[src/rtl/brs_pkg.sv]
// Package for the 1-bpp row shear block: payload and command types, register
// indices and shared constants. Depends on nothing; every other file imports it.
package brs_pkg;

    // Widths fixed by the field and register definitions.
    localparam int ROW_LEN_W  = 11;
    localparam int STEP_W     = 16;
    localparam int CFG_IDX_W  = 2;
    localparam int CFG_DATA_W = 16;
    localparam int SHIFT_W    = 3;
    localparam int LEAD_W     = 6;

    // Position fields of a command; wide enough for rows of up to 16384 bytes.
    localparam int CMD_POS_W = 14;

    // Defaults for the top-level parameters.
    localparam int MAX_ROW_BYTES_DEF = 1024;
    localparam int CMD_QUEUE_DEPTH   = 4;

    // Offset saturation point.
    localparam logic [LEAD_W-1:0]  LEAD_MAX  = 6'd62;
    localparam logic [SHIFT_W-1:0] SHIFT_MAX = 3'd7;

    localparam logic [7:0] WHITE_BYTE = 8'hFF;

    typedef enum logic [CFG_IDX_W-1:0] {
        REG_OLD_ROW_BYTES = 2'd0,
        REG_NEW_ROW_BYTES = 2'd1,
        REG_ROWS_PER_STEP = 2'd2
    } t_cfg_reg;

    typedef struct packed {
        logic [7:0] in_byte;
        logic       start_of_image;
    } t_in_item;

    typedef struct packed {
        logic [7:0] out_byte;
        logic       end_of_row;
    } t_out_item;

    // One run of output positions: pos_first to pos_last inclusive, all white
    // except an optional data byte at pos_mid.
    typedef struct packed {
        logic [CMD_POS_W-1:0] pos_first;
        logic [CMD_POS_W-1:0] pos_mid;
        logic [CMD_POS_W-1:0] pos_last;
        logic [7:0]           mid_val;
        logic                 has_mid;
        logic                 eor;
    } t_cmd;

endpackage

[src/rtl/brs_front.sv]
// Front end of the row shear: configuration registers, shear state and the
// classification of each source byte into one output run. Depends on brs_pkg.
module brs_front import brs_pkg::*; #(
    parameter int MAX_ROW_BYTES = MAX_ROW_BYTES_DEF
) (
    input  logic                  i_clk,
    input  logic                  i_rst_n,
    input  logic                  i_cfg_valid,
    input  logic [CFG_IDX_W-1:0]  i_cfg_index,
    input  logic [CFG_DATA_W-1:0] i_cfg_data,
    input  logic                  i_push,
    input  t_in_item              i_in,
    input  logic                  i_q_full,
    output logic                  o_full,
    output logic                  o_cmd_push,
    output t_cmd                  o_cmd
);

    localparam int CW  = $clog2(MAX_ROW_BYTES);
    localparam int AW0 = $clog2(MAX_ROW_BYTES + 64) + 1;
    localparam int AW  = (AW0 > 12) ? AW0 : 12;

    localparam logic [AW-1:0] ONE_A  = AW'(1);
    localparam logic [AW-1:0] TWO_A  = AW'(2);
    localparam logic [AW-1:0] MAX_A  = AW'(MAX_ROW_BYTES);
    localparam logic [AW-1:0] LEAD_A = AW'(LEAD_MAX);

    logic [ROW_LEN_W-1:0] r_old_row_bytes, r_new_row_bytes;
    logic [STEP_W-1:0]    r_rows_per_step;

    logic [SHIFT_W-1:0] r_bit_shift, n_bit_shift;
    logic [LEAD_W-1:0]  r_lead_bytes, n_lead_bytes;
    logic [STEP_W-1:0]  r_rows_in_step, n_rows_in_step;
    logic               r_first_step_done, n_first_step_done;
    logic [CW-1:0]      r_column, n_column;
    logic [7:0]         r_held_bits, n_held_bits;

    logic               accept, sof;
    logic [SHIFT_W-1:0] shift_eff;
    logic [LEAD_W-1:0]  lead_eff;
    logic [STEP_W-1:0]  rows_eff;
    logic               first_eff;
    logic [CW-1:0]      col_eff;
    logic [7:0]         held0, held_eff;
    logic [15:0]        byte_sh;

    logic [AW-1:0] old_a, new_a, ob, nb_c, nb_lim, nb, lead_a, c_a, lead_fit;
    logic [AW-1:0] mid_full, mid_cap, mid_pos, run_first, run_last;
    logic          is_first, is_last, data_ok, mid_emit, run_valid, run_mid;
    logic [7:0]    run_val;

    logic [STEP_W-1:0] target, target1, rows_inc;
    logic              step_hit;

    assign accept = i_push && !i_q_full;
    assign o_full = i_q_full;

    always_comb begin
        sof       = i_in.start_of_image;
        shift_eff = sof ? '0 : r_bit_shift;
        lead_eff  = sof ? '0 : r_lead_bytes;
        rows_eff  = sof ? '0 : r_rows_in_step;
        first_eff = sof ? 1'b0 : r_first_step_done;
        col_eff   = sof ? '0 : r_column;
        is_first  = (col_eff == '0);

        held0    = ~(WHITE_BYTE >> shift_eff);
        held_eff = is_first ? held0 : r_held_bits;
        byte_sh  = {i_in.in_byte, 8'h00} >> shift_eff;

        // Row lengths clamped to the legal range.
        old_a  = AW'(r_old_row_bytes);
        new_a  = AW'(r_new_row_bytes);
        ob     = (old_a == '0) ? ONE_A : ((old_a > MAX_A) ? MAX_A : old_a);
        nb_c   = (new_a == '0) ? ONE_A : ((new_a > MAX_A) ? MAX_A : new_a);
        nb_lim = ob + LEAD_A;
        nb     = (nb_c > nb_lim) ? nb_lim : nb_c;

        lead_a   = AW'(lead_eff);
        c_a      = AW'(col_eff);
        is_last  = (c_a + ONE_A) >= ob;
        data_ok  = (lead_a + c_a + TWO_A) < nb;
        lead_fit = (lead_a < nb) ? lead_a : nb;

        // Position of the closing byte of a row.
        mid_full = lead_a + ob - ONE_A;
        mid_cap  = nb - TWO_A;
        if (nb >= lead_a + TWO_A) begin
            mid_pos = (mid_full < mid_cap) ? mid_full : mid_cap;
        end else begin
            mid_pos = lead_a;
        end
        mid_emit = mid_pos < nb;

        if (!is_last) begin
            run_val = held_eff | byte_sh[15:8];
            if (is_first) begin
                run_first = '0;
                run_mid   = data_ok;
                run_valid = data_ok || (lead_fit != '0);
                run_last  = data_ok ? lead_a : (lead_fit - ONE_A);
            end else begin
                run_first = lead_a + c_a;
                run_mid   = 1'b1;
                run_valid = data_ok;
                run_last  = lead_a + c_a;
            end
        end else begin
            run_val   = held_eff | (WHITE_BYTE >> shift_eff);
            run_first = is_first ? '0 : mid_pos;
            run_mid   = mid_emit;
            run_valid = is_first || mid_emit;
            run_last  = nb - ONE_A;
        end

        o_cmd.pos_first = CMD_POS_W'(run_first);
        o_cmd.pos_mid   = CMD_POS_W'(is_last ? mid_pos : run_last);
        o_cmd.pos_last  = CMD_POS_W'(run_last);
        o_cmd.mid_val   = run_val;
        o_cmd.has_mid   = run_mid;
        o_cmd.eor       = (run_last == nb - ONE_A);
        o_cmd_push      = accept && run_valid;

        // End-of-row step bookkeeping.
        target   = first_eff ? r_rows_per_step : (r_rows_per_step >> 1);
        target1  = (target == '0) ? STEP_W'(1) : target;
        rows_inc = rows_eff + STEP_W'(1);
        step_hit = rows_inc >= target1;

        n_bit_shift       = shift_eff;
        n_lead_bytes      = lead_eff;
        n_rows_in_step    = rows_eff;
        n_first_step_done = first_eff;
        if (is_last) begin
            n_column = '0;
            if (step_hit) begin
                n_rows_in_step    = '0;
                n_first_step_done = 1'b1;
                if (shift_eff < SHIFT_MAX) begin
                    n_bit_shift = shift_eff + SHIFT_W'(1);
                end else if (lead_eff < LEAD_MAX) begin
                    n_bit_shift  = '0;
                    n_lead_bytes = lead_eff + LEAD_W'(1);
                end
            end else begin
                n_rows_in_step = rows_inc;
            end
        end else begin
            n_column = col_eff + CW'(1);
        end

        if (!is_last && data_ok) begin
            n_held_bits = byte_sh[7:0];
        end else begin
            n_held_bits = held_eff;
        end
    end

    always_ff @(posedge i_clk) begin
        if (!i_rst_n) begin
            r_old_row_bytes   <= ROW_LEN_W'(1);
            r_new_row_bytes   <= ROW_LEN_W'(1);
            r_rows_per_step   <= STEP_W'(2);
            r_bit_shift       <= '0;
            r_lead_bytes      <= '0;
            r_rows_in_step    <= '0;
            r_first_step_done <= 1'b0;
            r_column          <= '0;
            r_held_bits       <= '0;
        end else begin
            if (i_cfg_valid) begin
                case (i_cfg_index)
                    REG_OLD_ROW_BYTES: r_old_row_bytes <= i_cfg_data[ROW_LEN_W-1:0];
                    REG_NEW_ROW_BYTES: r_new_row_bytes <= i_cfg_data[ROW_LEN_W-1:0];
                    REG_ROWS_PER_STEP: r_rows_per_step <= i_cfg_data[STEP_W-1:0];
                    default: ;
                endcase
            end
            if (accept) begin
                r_bit_shift       <= n_bit_shift;
                r_lead_bytes      <= n_lead_bytes;
                r_rows_in_step    <= n_rows_in_step;
                r_first_step_done <= n_first_step_done;
                r_column          <= n_column;
                r_held_bits       <= n_held_bits;
            end
        end
    end

    // A run handed on is never empty.
    a_run_ordered: assert property (@(posedge i_clk) disable iff (!i_rst_n)
        o_cmd_push |-> (o_cmd.pos_first <= o_cmd.pos_last))
        else $error("front produced an empty run");

    // A data byte always lies inside its run.
    a_mid_inside: assert property (@(posedge i_clk) disable iff (!i_rst_n)
        (o_cmd_push && o_cmd.has_mid) |->
            (o_cmd.pos_mid >= o_cmd.pos_first && o_cmd.pos_mid <= o_cmd.pos_last))
        else $error("data byte outside its run");

endmodule

[src/rtl/brs_cmd_fifo.sv]
// Short command queue between the front and back ends of the row shear,
// held in flip-flops. Depends on brs_pkg for the command type.
module brs_cmd_fifo import brs_pkg::*; #(
    parameter int DEPTH = CMD_QUEUE_DEPTH
) (
    input  logic i_clk,
    input  logic i_rst_n,
    input  logic i_push,
    input  t_cmd i_data,
    output logic o_full,
    input  logic i_pop,
    output t_cmd o_data,
    output logic o_empty
);

    localparam int PW = $clog2(DEPTH);
    localparam int NW = $clog2(DEPTH + 1);

    t_cmd          r_mem [DEPTH];
    logic [PW-1:0] r_wr, r_rd;
    logic [NW-1:0] r_count;

    assign o_full  = (r_count == NW'(DEPTH));
    assign o_empty = (r_count == '0);
    assign o_data  = r_mem[r_rd];

    always_ff @(posedge i_clk) begin
        if (i_push) begin
            r_mem[r_wr] <= i_data;
        end
    end

    always_ff @(posedge i_clk) begin
        if (!i_rst_n) begin
            r_wr    <= '0;
            r_rd    <= '0;
            r_count <= '0;
        end else begin
            if (i_push) begin
                r_wr <= (r_wr == PW'(DEPTH - 1)) ? '0 : r_wr + PW'(1);
            end
            if (i_pop) begin
                r_rd <= (r_rd == PW'(DEPTH - 1)) ? '0 : r_rd + PW'(1);
            end
            if (i_push && !i_pop) begin
                r_count <= r_count + NW'(1);
            end else if (i_pop && !i_push) begin
                r_count <= r_count - NW'(1);
            end
        end
    end

    a_no_overflow: assert property (@(posedge i_clk) disable iff (!i_rst_n)
        o_full |-> !i_push)
        else $error("command queue overflow");

    a_no_underflow: assert property (@(posedge i_clk) disable iff (!i_rst_n)
        o_empty |-> !i_pop)
        else $error("command queue underflow");

endmodule

[src/rtl/brs_back.sv]
// Back end of the row shear: expands each queued run into output bytes in a
// result register, one a cycle while it is free or read. Depends on brs_pkg.
module brs_back import brs_pkg::*; (
    input  logic      i_clk,
    input  logic      i_rst_n,
    input  logic      i_q_empty,
    input  t_cmd      i_q_data,
    output logic      o_q_pop,
    input  logic      i_pop,
    output logic      o_empty,
    output t_out_item o_out
);

    logic                 r_act;
    t_cmd                 r_cmd;
    logic [CMD_POS_W-1:0] r_pos;
    logic                 r_ovalid;
    t_out_item            r_out;

    logic      out_free, step, cur_last, need;
    t_out_item cur_item;

    always_comb begin
        out_free = !r_ovalid || i_pop;
        step     = r_act && out_free;
        cur_last = (r_pos == r_cmd.pos_last);
        need     = !r_act || (step && cur_last);
        o_q_pop  = need && !i_q_empty;

        cur_item.out_byte   = (r_cmd.has_mid && r_pos == r_cmd.pos_mid) ?
                              r_cmd.mid_val : WHITE_BYTE;
        cur_item.end_of_row = r_cmd.eor && cur_last;
    end

    always_ff @(posedge i_clk) begin
        if (o_q_pop) begin
            r_cmd <= i_q_data;
        end
        if (step) begin
            r_out <= cur_item;
        end
    end

    always_ff @(posedge i_clk) begin
        if (!i_rst_n) begin
            r_act    <= 1'b0;
            r_pos    <= '0;
            r_ovalid <= 1'b0;
        end else begin
            if (o_q_pop) begin
                r_act <= 1'b1;
                r_pos <= i_q_data.pos_first;
            end else if (step && cur_last) begin
                r_act <= 1'b0;
            end else if (step) begin
                r_pos <= r_pos + CMD_POS_W'(1);
            end
            if (step) begin
                r_ovalid <= 1'b1;
            end else if (i_pop) begin
                r_ovalid <= 1'b0;
            end
        end
    end

    assign o_empty = !r_ovalid;
    assign o_out   = r_out;

    a_pos_in_run: assert property (@(posedge i_clk) disable iff (!i_rst_n)
        r_act |-> (r_pos >= r_cmd.pos_first && r_pos <= r_cmd.pos_last))
        else $error("back end walked past its run");

endmodule

[src/rtl/bitmap_row_shear_1bpp.sv]
// Top level of the 1-bpp horizontal row shear. Holds the front end, the
// command queue and the back end; depends on brs_pkg and those three modules.
//
// Use: source bytes of a 1-bpp bitmap (msb leftmost, 1 is white) are written
// through a queue-like input: a transfer happens at a clock edge where push is
// high and full is low. start_of_image on the first byte of an image clears
// the shear offset, the lead count and the row counters before that byte is
// used. Sheared output bytes are read through a queue-like output: while
// empty is low the oldest result is on o_out, and a transfer happens at an
// edge where pop is high. end_of_row marks the last byte of each output row.
// Row lengths and the step length are set through the configuration channel,
// whose ready is always high; the user is to write registers only while the
// block is idle, which the block does not enforce. Each source byte makes
// between zero and about 64 output bytes, mostly one. The front end
// classifies one input byte per cycle and the back end produces one output
// byte per cycle when neither is stalled, so the sustained rate is one byte
// per cycle on both sides; the bursts of white fill at the start and end of
// a row stall the input once the command queue (QUEUE_DEPTH runs) fills up.
// A stalled receiver simply holds the result register and, through the queue,
// eventually the input. Synchronous reset empties the queue and the result
// register and restores the register defaults (row lengths 1, step 2).
module bitmap_row_shear_1bpp import brs_pkg::*; #(
    parameter int MAX_ROW_BYTES = MAX_ROW_BYTES_DEF,
    parameter int QUEUE_DEPTH   = CMD_QUEUE_DEPTH
) (
    input  logic                  i_clk,
    input  logic                  i_rst_n,
    input  logic                  push,
    output logic                  full,
    input  t_in_item              i_in,
    output logic                  empty,
    input  logic                  pop,
    output t_out_item             o_out,
    input  logic                  i_cfg_valid,
    output logic                  o_cfg_ready,
    input  logic [CFG_IDX_W-1:0]  i_cfg_index,
    input  logic [CFG_DATA_W-1:0] i_cfg_data
);

    logic q_full, q_empty, q_push, q_pop;
    t_cmd q_in, q_out;

    // Register writes are always taken at once.
    assign o_cfg_ready = 1'b1;

    // The front end turns every accepted byte into at most one run of
    // output positions, which waits in the queue until the back end is free.
    brs_front #(
        .MAX_ROW_BYTES(MAX_ROW_BYTES)
    ) u_front (
        .i_clk       (i_clk),
        .i_rst_n     (i_rst_n),
        .i_cfg_valid (i_cfg_valid),
        .i_cfg_index (i_cfg_index),
        .i_cfg_data  (i_cfg_data),
        .i_push      (push),
        .i_in        (i_in),
        .i_q_full    (q_full),
        .o_full      (full),
        .o_cmd_push  (q_push),
        .o_cmd       (q_in)
    );

    brs_cmd_fifo #(
        .DEPTH(QUEUE_DEPTH)
    ) u_queue (
        .i_clk   (i_clk),
        .i_rst_n (i_rst_n),
        .i_push  (q_push),
        .i_data  (q_in),
        .o_full  (q_full),
        .i_pop   (q_pop),
        .o_data  (q_out),
        .o_empty (q_empty)
    );

    // The back end walks each run one position a cycle into the result
    // register, which a held pop leaves untouched.
    brs_back u_back (
        .i_clk     (i_clk),
        .i_rst_n   (i_rst_n),
        .i_q_empty (q_empty),
        .i_q_data  (q_out),
        .o_q_pop   (q_pop),
        .i_pop     (pop),
        .o_empty   (empty),
        .o_out     (o_out)
    );

    // Checks that the last byte of every output row is pure white fill.
    a_row_ends_white: assert property (@(posedge i_clk) disable iff (!i_rst_n)
        (!empty && o_out.end_of_row) |-> (o_out.out_byte == WHITE_BYTE))
        else $error("row closed on a byte that is not white");

    // Nothing is offered straight after reset.
    a_empty_after_reset: assert property (@(posedge i_clk)
        $past(!i_rst_n) |-> empty)
        else $error("result offered straight after reset");

endmodule
[config.mk]
export PLATFORM = sky130hd
export DESIGN_NAME = bitmap_row_shear_1bpp
export DESIGN_NICKNAME = d
export VERILOG_FILES = /design/src/rtl/brs_pkg.sv /design/src/rtl/brs_front.sv /design/src/rtl/brs_cmd_fifo.sv /design/src/rtl/brs_back.sv /design/src/rtl/bitmap_row_shear_1bpp.sv
export SDC_FILE = /design/constraint.sdc
export NUM_CORES = 1
export LEC_CHECK = 0
export BUFFER_PORTS_ARGS = -buffer_cell sky130_fd_sc_hd__buf_2
export CAP_MARGIN = 25
export CORE_ASPECT_RATIO = 1.5
export CORE_MARGIN = 2
export CORE_UTILIZATION = 50
export CTS_CLUSTER_SIZE = 8
export DETAILED_ROUTE_END_ITERATION = 6
export GPL_ROUTABILITY_DRIVEN = 1
export PLACE_DENSITY = 0.75
export SETUP_SLACK_MARGIN = 0.15
export SLEW_MARGIN = 40
export SYNTH_ARGS = -nofsm -noshare
export SYNTH_HDL_FRONTEND = slang
export SYNTH_HIERARCHICAL = 1
export SYNTH_SLANG_ARGS = --single-unit
[constraint.sdc]
create_clock -name i_clk -period 12.72 [get_ports i_clk]
set_input_delay 3.816 -clock i_clk [delete_from_list [all_inputs] [get_ports i_clk]]
set_output_delay 3.816 -clock i_clk [all_outputs]
set_load 0.1 [all_outputs]
==> impl_metrics.toml, run 1 <==
[floorplan]
die_h_um = 253
dieArea_um2 = 43000
fp-row-count = 91
pin_count = 44
floorplan.initialDensity_pct = 50.4
die_x_um = 170
floorplan.core_area_um2 = 41000

[sta]
slew_viols_final = 0
timing.fmax_mhz = 92.8
worst_slew_pin_tran_ns = 0.910
worst_slew_margin_rel_pct = 38.8
setup_slack_ns = 1.94
finalSetupViolations = 0
fin_skew_ns = 0.0172
finalHoldViolCount = 0
fin_crit_ns = 10.78
grt_setup_unrepaired = "false"
setup-tns-final_ns = 0
layout_worst_path_cycle_share_pct = 84.7
whs_ns = 0.470

[placement]
routabilityCongestion = 0.999
placed_cell_area_um2 = 21100
dp_hpwl_mm = 36.6
port_buffers = 42
placement.setup.worst_slack_ns = 1.68

[pwr]
power.share.sequential_pct = 40.3
leakage_nw = 8.54
internal_power_mw = 3.09
comb_power_share_pct = 32.8
p_switching_mw = 1.61
power_mw = 4.70
power.share.switching_pct = 34.2
clk_network_pwr_share_pct = 26.9
power.ir.vdd_worst_mv = 0.118
power_dens_cells_nw_per_um2 = 208

[yosys]
synth.top_cells.by_area = "sky130_fd_sc_hd__edfxtp_1 (37%), sky130_fd_sc_hd__dfxtp_1 (10%), sky130_fd_sc_hd__ha_1 (6.7%), sky130_fd_sc_hd__mux4_2 (5.5%), sky130_fd_sc_hd__nand2_1 (3.3%)"
yosys_warnings = 6
post_synthesis_cell_count = 1881
ys_ff_latch = 362
postSynth.topFlopCell = "sky130_fd_sc_hd__edfxtp_1"
syn-cell-area_um2 = 20600
seq_area_frac_synth_pct = 47.5
post-synth-top-area-fraction_pct = 37.1
synth_async_sr_flop_share_pct = 0
netlist-cell-type-count = 105
synth_edf_count = 255
synth_largest_area_cell = "sky130_fd_sc_hd__edfxtp_1"
syn_avg_cell_area_um2 = 11.0

[clock_tree]
cts_htree_levels = 2
cts.repair_timing.setup_buffer_count = 0
cts_buffers = 51
ctsResizeCount = 0
clkTransAtPathRegs_ns = 0.05
post_cts_hold_buffer_count = 0
worst_skew_pair.late_latency_ns = 0.58
tritoncts_num_sinks = 362
cts_tree = "yes"
cts-root-buf = "sky130_fd_sc_hd__clkbuf_16"
clockBufferDepth = 3

[routing]
via_count = 15000
drt_pass1_iterations = 5
drc_errors = 0
vias_per_cell = 6.14
detail_route.wirelength_mm = 51.9
ant_nets = 0
drt-initial-drc-count = 1294
routed_wire_per_std_cell_um = 21.2

[cells_and_area]
final_area_um2 = 22700
share_of_final_layout_standard_cells_stronger_than_drive_strength_1_pct = 12.0
area.sequential_um2 = 9800
num-fill-cells = 3395
flow.area_growth_from_synthesis_pct = 9.69
antenna_cells = 0
final_net_count = 2047
multi_input_gate_area_um2 = 10100

[global_routing]
first_global_vias = 15000
grt_max_degree = 56
global_route_total_usage_across_every_layer_pct = 24.1
antenna_found_initial = 0
global_route.overflow_total = 0
wire_length_of_the_first_global_routing_pass_mm = 80.8

[setup_path]
worst_r2r_path_depth = 40
cp-start-kind = "flop"
crit_end_category = "flop"
slowest_stage = "sky130_fd_sc_hd__nor4_1"
cpPeakStageDelay_ns = 0.72
worst_ep_arrival_time_ns = 10.98
critical_path.most_common_cell = "sky130_fd_sc_hd__nand2_1"
cp_max_fo = 33
worst-endpoint-required_ns = 12.92
worst-setup-path-type = "flop to flop"

[hold_path]
worstHoldPathCells = 2
worst_hold_path_type = "flop to flop"

[flow_run]
drv_cap = 0

[run_status]
outcome = "completed"
-- per-stage QoR --
| step | utilization, % | instances |
|---|---|---|
| floorplan | - | 1888 |
| global placement | 51.5 | 2358 |
| detailed placement | 51.5 | 2358 |
| CTS | 55.2 | 2448 |
| global route | 55.3 | 2449 |
| finish | 55.3 | 2449 |
-- layer usage --
metal	GRT usage (%)	part of all wire, %	vias to the layer above	routed length, um
met2	43.1	51	568	26500
met1	26.8	37	7287	19400
met5	0	0	-	0
met3	3.47	4.8	195	2480
li1	-	-	6994	-
met4	15.2	6.8	0	3540
-- layout make-up --
| class | instances | share of cell area, % |
|---|---|---|
| multi-input combinational | 1352 | 44.4 |
| sequential | 362 | 43.3 |
| tap | 511 | 2.82 |
| clock inverter | 2 | 0.221 |
| timing repair buffer | 63 | 1.64 |
| inverter | 71 | 1.20 |
| clock buffer | 88 | 6.44 |
-- power groups by stage --
stage	clock network, mW	registers [mW]	logic (mW)
floorplan	0	1.83	1.20
global placement	0	1.88	1.48
detailed placement	0	1.91	1.52
CTS	1.29	1.89	1.53
global route	1.34	1.92	1.67
finish	1.26	1.89	1.54
-- cell usage in the layout (no fill, tap or decap), types with 13 or more instances in the layout --
cell and instances:
sky130_fd_sc_hd__xor2_1 45, sky130_fd_sc_hd__mux2i_1 65, sky130_fd_sc_hd__buf_4 20, sky130_fd_sc_hd__a211oi_1 17, sky130_fd_sc_hd__ha_1 111, sky130_fd_sc_hd__and3_1 22, sky130_fd_sc_hd__xnor2_1 58, sky130_fd_sc_hd__nand3_1 62
sky130_fd_sc_hd__a22oi_1 21, sky130_fd_sc_hd__nor2b_1 35, sky130_fd_sc_hd__edfxtp_1 255, sky130_fd_sc_hd__nor2_1 155, sky130_fd_sc_hd__nor3_1 20, sky130_fd_sc_hd__a21oi_1 119, sky130_fd_sc_hd__mux4_2 50, sky130_fd_sc_hd__nand2b_1 39
sky130_fd_sc_hd__nand2_1 179, sky130_fd_sc_hd__and2_1 14, sky130_fd_sc_hd__clkbuf_16 53, sky130_fd_sc_hd__inv_1 57, sky130_fd_sc_hd__nand4_1 26, sky130_fd_sc_hd__buf_2 42, sky130_fd_sc_hd__nor4_1 14, sky130_fd_sc_hd__a21o_1 20
sky130_fd_sc_hd__o21ai_1 13, sky130_fd_sc_hd__clkbuf_1 35, sky130_fd_sc_hd__dfxtp_1 105, sky130_fd_sc_hd__o21a_1 16, sky130_fd_sc_hd__o21ai_0 59
-- critical path, delay by kind of cell (launching register included) --
kind	cells	cell delay, ns
buffers and inverters	3	1.06
and+or+nand+nor	17	3.47
muxes	1	0.48
AOI/OAI and AO/OA	13	3.13
xor gates and xnor gates	2	0.37
adders and majority gates	4	1.21
DFF	1	0.65
-- Yosys cell counts (all sizes together), types with 22 or more instances --
cell	n
nor2b	36
edfxtp	255
nand3	62
nand2b	41
ha	111
xnor2	58
buf	47
xor2	45
nor2	159
mux4	52
inv	65
o21ai	73
nand2	179
nand4	28
mux2i	68
dfxtp	107
and3	22
a21oi	122
clkbuf	56
-- sequential cells by signal, summed over array words and instances (netlist names), 2 cells and up, named ones only --
register / flops
u_front/r_rows_per_step: 16
u_front/r_column: 10
u_front/r_bit_shift: 3
u_front/r_old_row_bytes: 11
u_queue/r_count: 3
u_front/r_rows_in_step: 16
u_front/r_new_row_bytes: 11
u_queue/r_mem: 208
u_front/r_lead_bytes: 6
u_back/r_cmd: 38
u_queue/r_rd: 2
u_back/r_pos: 14
u_back/o_out: 9
u_queue/r_wr: 2
u_front/r_held_bits: 8
-- cells by family (layout without fill, tap and decap cells) --
| family | count (synthesis) | after routing | synth area share (%) |
|---|---|---|---|
| compound gates | 375 | 375 | 12.3 |
| fa+ha+maj | 115 | 115 | 7.06 |
| other cells | 3 | 10 | 0.0545 |
| buf+inv | 174 | 224 | 4.15 |
| mux | 131 | 131 | 9.82 |
| flops | 362 | 362 | 47.5 |
| simple gates | 618 | 618 | 14.8 |
| xor+xnor | 103 | 103 | 4.37 |
-- path summary, 6_finish.rpt --
path	start	to	slack, ns
min	u_front/r_held_bits[7]	u_front/r_held_bits[7]	0.47
min reg2reg	u_front/r_held_bits[7]	u_front/r_held_bits[7]	0.47
max	u_front/r_old_row_bytes[10]	u_queue/r_mem[3][8]	1.94
max reg2reg	u_front/r_old_row_bytes[10]	u_queue/r_mem[3][8]	1.94
Power figures use the tool's default switching activity.
==> run 2: changes to the inputs <==
Settings changed: PLACE_DENSITY 0.75 to 0.77.
Clock period 12.72 ns to 9.42 ns, I/O delays scaled along.
==> impl_metrics.toml, run 2 (same netlist as run 1, synthesis figures left out) <==
[setup_path]
worst_ep_arrival_time_ns = 9.24
worst-setup-path-type = "input port to flop"
worst-endpoint-required_ns = 9.89
cp-start-kind = "input port"
cp_max_fo = 6
crit_end_category = "flop"
critical_path.most_common_cell = "sky130_fd_sc_hd__ha_1"
worst_r2r_path_depth = 45
cpPeakStageDelay_ns = 0.42
slowest_stage = "sky130_fd_sc_hd__fa_1"

[pwr]
power_dens_cells_nw_per_um2 = 281
power.ir.vdd_worst_mv = 0.157
leakage_nw = 8.96

[global_routing]
grt_max_degree = 66
wire_length_of_the_first_global_routing_pass_mm = 84.5
antenna_found_initial = 0
met1_usage_pct = 27.8
global_route_total_usage_across_every_layer_pct = 25.2
global_route.overflow_total = 0
grt_use_met2_pct = 46.2
first_global_vias = 15500
met3_usage_pct = 3.27
global_route.peak_usage_layer = "met2"

[clock_tree]
clkTransAtPathRegs_ns = 0.05
post_cts_hold_buffer_count = 0
clockBufferDepth = 3
cts_tree = "yes"
cts_buffers = 51
tritoncts_num_sinks = 362
cts_htree_levels = 2
worst_skew_pair.late_latency_ns = 0.59
cts-root-buf = "sky130_fd_sc_hd__clkbuf_16"

[cells_and_area]
largest_register_ffs = 208
most_common_cell_after_layout_fill_and_taps_aside = "sky130_fd_sc_hd__edfxtp_1"
multi_input_gate_area_um2 = 10100
top_regs = "u_queue/r_mem (208), u_back/r_cmd (38)"
num-fill-cells = 3401
final_net_count = 2130
flow.area_growth_from_synthesis_pct = 13.2
most-common-layout-cells = "sky130_fd_sc_hd__edfxtp_1 (255), sky130_fd_sc_hd__nand2_1 (179), sky130_fd_sc_hd__nor2_1 (156)"
util_after_layout_pct = 57.0
antenna_cells = 0
share_of_final_layout_standard_cells_stronger_than_drive_strength_1_pct = 15.8
largest_register = "u_queue/r_mem"
area.sequential_um2 = 9800

[floorplan]
die_h_um = 253
floorplan.core_area_um2 = 41000
dieArea_um2 = 43000
fp-row-count = 91
die_x_um = 170
floorplan.initialDensity_pct = 50.4
pin_count = 44

[sta]
finalSetupViolations = 0
finalHoldViolCount = 0
worst_slew_pin_tran_ns = 0.828
layout_worst_path_cycle_share_pct = 93.1
fin_skew_ns = 0.0488
worst_slew_margin_rel_pct = 44.3
fin_crit_ns = 8.77
whs_ns = 0.465
timing.fmax_mhz = 114
grt_setup_unrepaired = "false"
slew_viols_final = 0

[placement]
port_buffers = 42
routabilityCongestion = 0.948
dp_hpwl_mm = 38.3

[routing]
vias_per_cell = 6.03
via_count = 15300
ant_nets = 0
routed_wire_per_std_cell_um = 21.2
detail_route.wirelength_mm = 53.7
drt-initial-drc-count = 1111
drc_errors = 10
drt_pass1_iterations = 7

[run_status]
failed_checks = "DRC"
outcome = "finished, violations left"

[flow_run]
drv_cap = 0

[hold_path]
worst_hold_path_type = "flop to flop"
worstHoldPathCells = 2
==> run 2: where the power goes <==
group	internal, mW	switching [mW]
clock	1.03	0.678
sequential	2.34	0.223
combinational	0.961	1.33
==> run 2: worst paths after layout <==
path                                 end                        start  slack (ns)
setup / recovery      u_queue/r_count[2]                      i_in[0]        0.65
hold / removal    u_front/r_held_bits[7]       u_front/r_held_bits[7]        0.47
setup reg to reg      u_queue/r_count[2]  u_front/r_old_row_bytes[10]        0.75
hold reg to reg   u_front/r_held_bits[7]       u_front/r_held_bits[7]        0.47
==> run 2: metrics by stage <==
stage          instances  worst slack [ns]  TNS [ns]  power, mW  cell area (um^2)
6_report            2532             0.650         0       6.56             23400
5_1_grt             2532             0.140         0       6.89             23400
4_1_cts             2527             0.487         0       6.59             23300
3_5_place_dp        2437           -0.0674   -0.0674       4.84             21800
3_3_place_gp        2437             0.163         0       4.73             21800
2_1_floorplan       1888             0.214         0       4.09             20700
==> run 2: timing repair <==
| item | 4_1_cts | 5_1_grt |
|---|---|---|
| setup endpoints to repair | 0 | 1 |
| hold endpoints to repair | 0 | 0 |
| buffers inserted | 0 | 4 |
| gates resized for setup | 0 | 10 |
==> run 2: cell type report <==
cell class              count  area share (%)
repair buffers            146            4.52
well taps                 511            2.74
flip-flops and latches    362            41.9
inverters                  71            1.18
multi-input cells        1352            43.1
clock buffers              87            6.13
clock inverters             3           0.385
==> run 2: worst max-delay path: cells and delay by family <==
| family | cells | cell delay, ns |
|---|---|---|
| AO/OA/AOI/OAI | 15 | 2.55 |
| adder cells (fa/ha/maj) | 7 | 2.03 |
| AND/OR/NAND/NOR | 11 | 1.27 |
| XOR/XNOR | 2 | 0.34 |
| buffers and inverters | 3 | 0.21 |
==> run 2: per-layer routing <==
layer | routed length [um] | share of wire [%]
met2 | 28300 | 53
met1 | 19600 | 36
met4 | 3370 | 6.3
met3 | 2470 | 4.6
met5 | 0 | 0
==> run 3: changes to the inputs <==
Settings changed: RECOVER_POWER set to 50.
==> impl_metrics.toml, run 3 (same netlist as run 1, synthesis figures left out) <==
[global_routing]
global_route.overflow_total = 0
antenna_found_initial = 0
wire_length_of_the_first_global_routing_pass_mm = 84.5
global_route_total_usage_across_every_layer_pct = 25.2
grt_max_degree = 66
first_global_vias = 15500

[sta]
layout_worst_path_cycle_share_pct = 93.5
fin_crit_ns = 8.81
fin_skew_ns = 0.0483
slew_viols_final = 202
finalSetupViolations = 0
setup-tns-final_ns = 0
grt_setup_unrepaired = "false"
timing.fmax_mhz = 114
worst_slew_pin_tran_ns = 3.22
finalHoldViolCount = 0
setup_slack_ns = 0.613
worst_slew_margin_rel_pct = -115

[placement]
routabilityCongestion = 0.948
placement.setup.worst_slack_ns = -0.0674
port_buffers = 42
placed_cell_area_um2 = 21800
dp_hpwl_mm = 38.3

[flow_run]
drv_cap = 4

[cells_and_area]
util_after_layout_pct = 56.8
antenna_cells = 0
final_area_um2 = 23300
most-common-layout-cells = "sky130_fd_sc_hd__edfxtp_1 (255), sky130_fd_sc_hd__nand2_1 (179), sky130_fd_sc_hd__nor2_1 (157)"
largest_register = "u_queue/r_mem"
top_regs = "u_queue/r_mem (208), u_back/r_cmd (38)"
flow.area_growth_from_synthesis_pct = 12.8
num-fill-cells = 3416
largest_register_ffs = 208
final_net_count = 2130
most_common_cell_after_layout_fill_and_taps_aside = "sky130_fd_sc_hd__edfxtp_1"
share_of_final_layout_standard_cells_stronger_than_drive_strength_1_pct = 14.5

[setup_path]
crit_end_category = "flop"
worst_ep_arrival_time_ns = 9.28
worst-setup-path-type = "input port to flop"
critical_path.most_common_cell = "sky130_fd_sc_hd__ha_1"
worst-endpoint-required_ns = 9.89
cp_max_fo = 6
slowest_stage = "sky130_fd_sc_hd__fa_1"
cp-start-kind = "input port"
cpPeakStageDelay_ns = 0.42

[clock_tree]
clockBufferDepth = 3
tritoncts_num_sinks = 362
clkTransAtPathRegs_ns = 0.05
cts_buffers = 51
cts_tree = "yes"
cts-root-buf = "sky130_fd_sc_hd__clkbuf_16"
worst_skew_pair.late_latency_ns = 0.59
cts_htree_levels = 2

[routing]
drc_errors = 2
detail_route.wirelength_mm = 53.7
via_count = 15200
drt_pass1_iterations = 7
ant_nets = 0
drt-initial-drc-count = 1049
vias_per_cell = 6.01
routed_wire_per_std_cell_um = 21.2

[floorplan]
pin_count = 44
floorplan.core_area_um2 = 41000
die_h_um = 253
die_x_um = 170
floorplan.initialDensity_pct = 50.4
fp-row-count = 91
dieArea_um2 = 43000

[run_status]
failed_checks = "DRC, capacitance limit, slew limit"
outcome = "finished, violations left"

[hold_path]
worst_hold_path_type = "flop to flop"

[pwr]
power_dens_cells_nw_per_um2 = 282
power.ir.vdd_worst_mv = 0.158
leakage_nw = 8.89
-- run 3: path summary, 6_finish.rpt --
path	startpoint	end	slack (ns)	cells past startpoint
max reg2reg	u_front/r_old_row_bytes[10]	u_queue/r_count[2]	0.72	45
min reg2reg	u_front/r_held_bits[7]	u_front/r_held_bits[7]	0.46	2
max	i_in[0]	u_queue/r_count[2]	0.61	38
min	u_front/r_held_bits[7]	u_front/r_held_bits[7]	0.46	2
-- run 3: through the flow --
stage	total power, mW	hold WS [ns]	std cells
finish	6.56	0.463	2532
global placement	4.73	0.442	2437
floorplan	4.09	0.437	1888
detailed placement	4.84	0.459	2437
global route	6.89	0.485	2532
CTS	6.59	0.466	2527
-- run 3: final cells by class --
| type | instances | area (um^2) | area share [%] |
|---|---|---|---|
| multi-input cells | 1352 | 10000 | 43.1 |
| flip-flops and latches | 362 | 9800 | 42.1 |
| clock buffers | 87 | 1430 | 6.15 |
| well taps | 511 | 639 | 2.74 |
| inverters | 71 | 274 | 1.18 |
| repair buffers | 146 | 1010 | 4.36 |
| clock inverters | 3 | 90.1 | 0.387 |
-- run 3: worst max-delay path: cells and delay by family --
| family | cells | cell delay, ns |
|---|---|---|
| xor gates and xnor gates | 2 | 0.34 |
| buffers and inverters | 3 | 0.22 |
| and+or+nand+nor | 11 | 1.29 |
| adders and majority gates | 7 | 2.03 |
| AOI/OAI and AO/OA | 15 | 2.57 |
-- run 3: what timing repair did --
item,in CTS,in global routing
resized for setup,0,10
hold buffers,0,0
setup buffers,0,4
endpoints found under the hold margin,0,0
endpoints found under the setup margin,0,1
-- run 3: layer usage --
layer	up-vias	track usage, %	wire length [um]
li1	7158	-	-
met1	7371	27.8	19700
met2	511	46.2	28400
met3	178	3.27	2320
met4	0	15.0	3330
met5	-	0	0
-- run 3: where the power goes --
| part | internal, mW | total [mW] | leakage (nW) | switching [mW] |
|---|---|---|---|---|
| logic | 0.967 | 2.29 | 4.94 | 1.32 |
| registers | 2.35 | 2.57 | 3.23 | 0.223 |
| clock network | 1.03 | 1.71 | 0.716 | 0.677 |
| total | 4.34 | 6.56 | 8.89 | 2.22 |
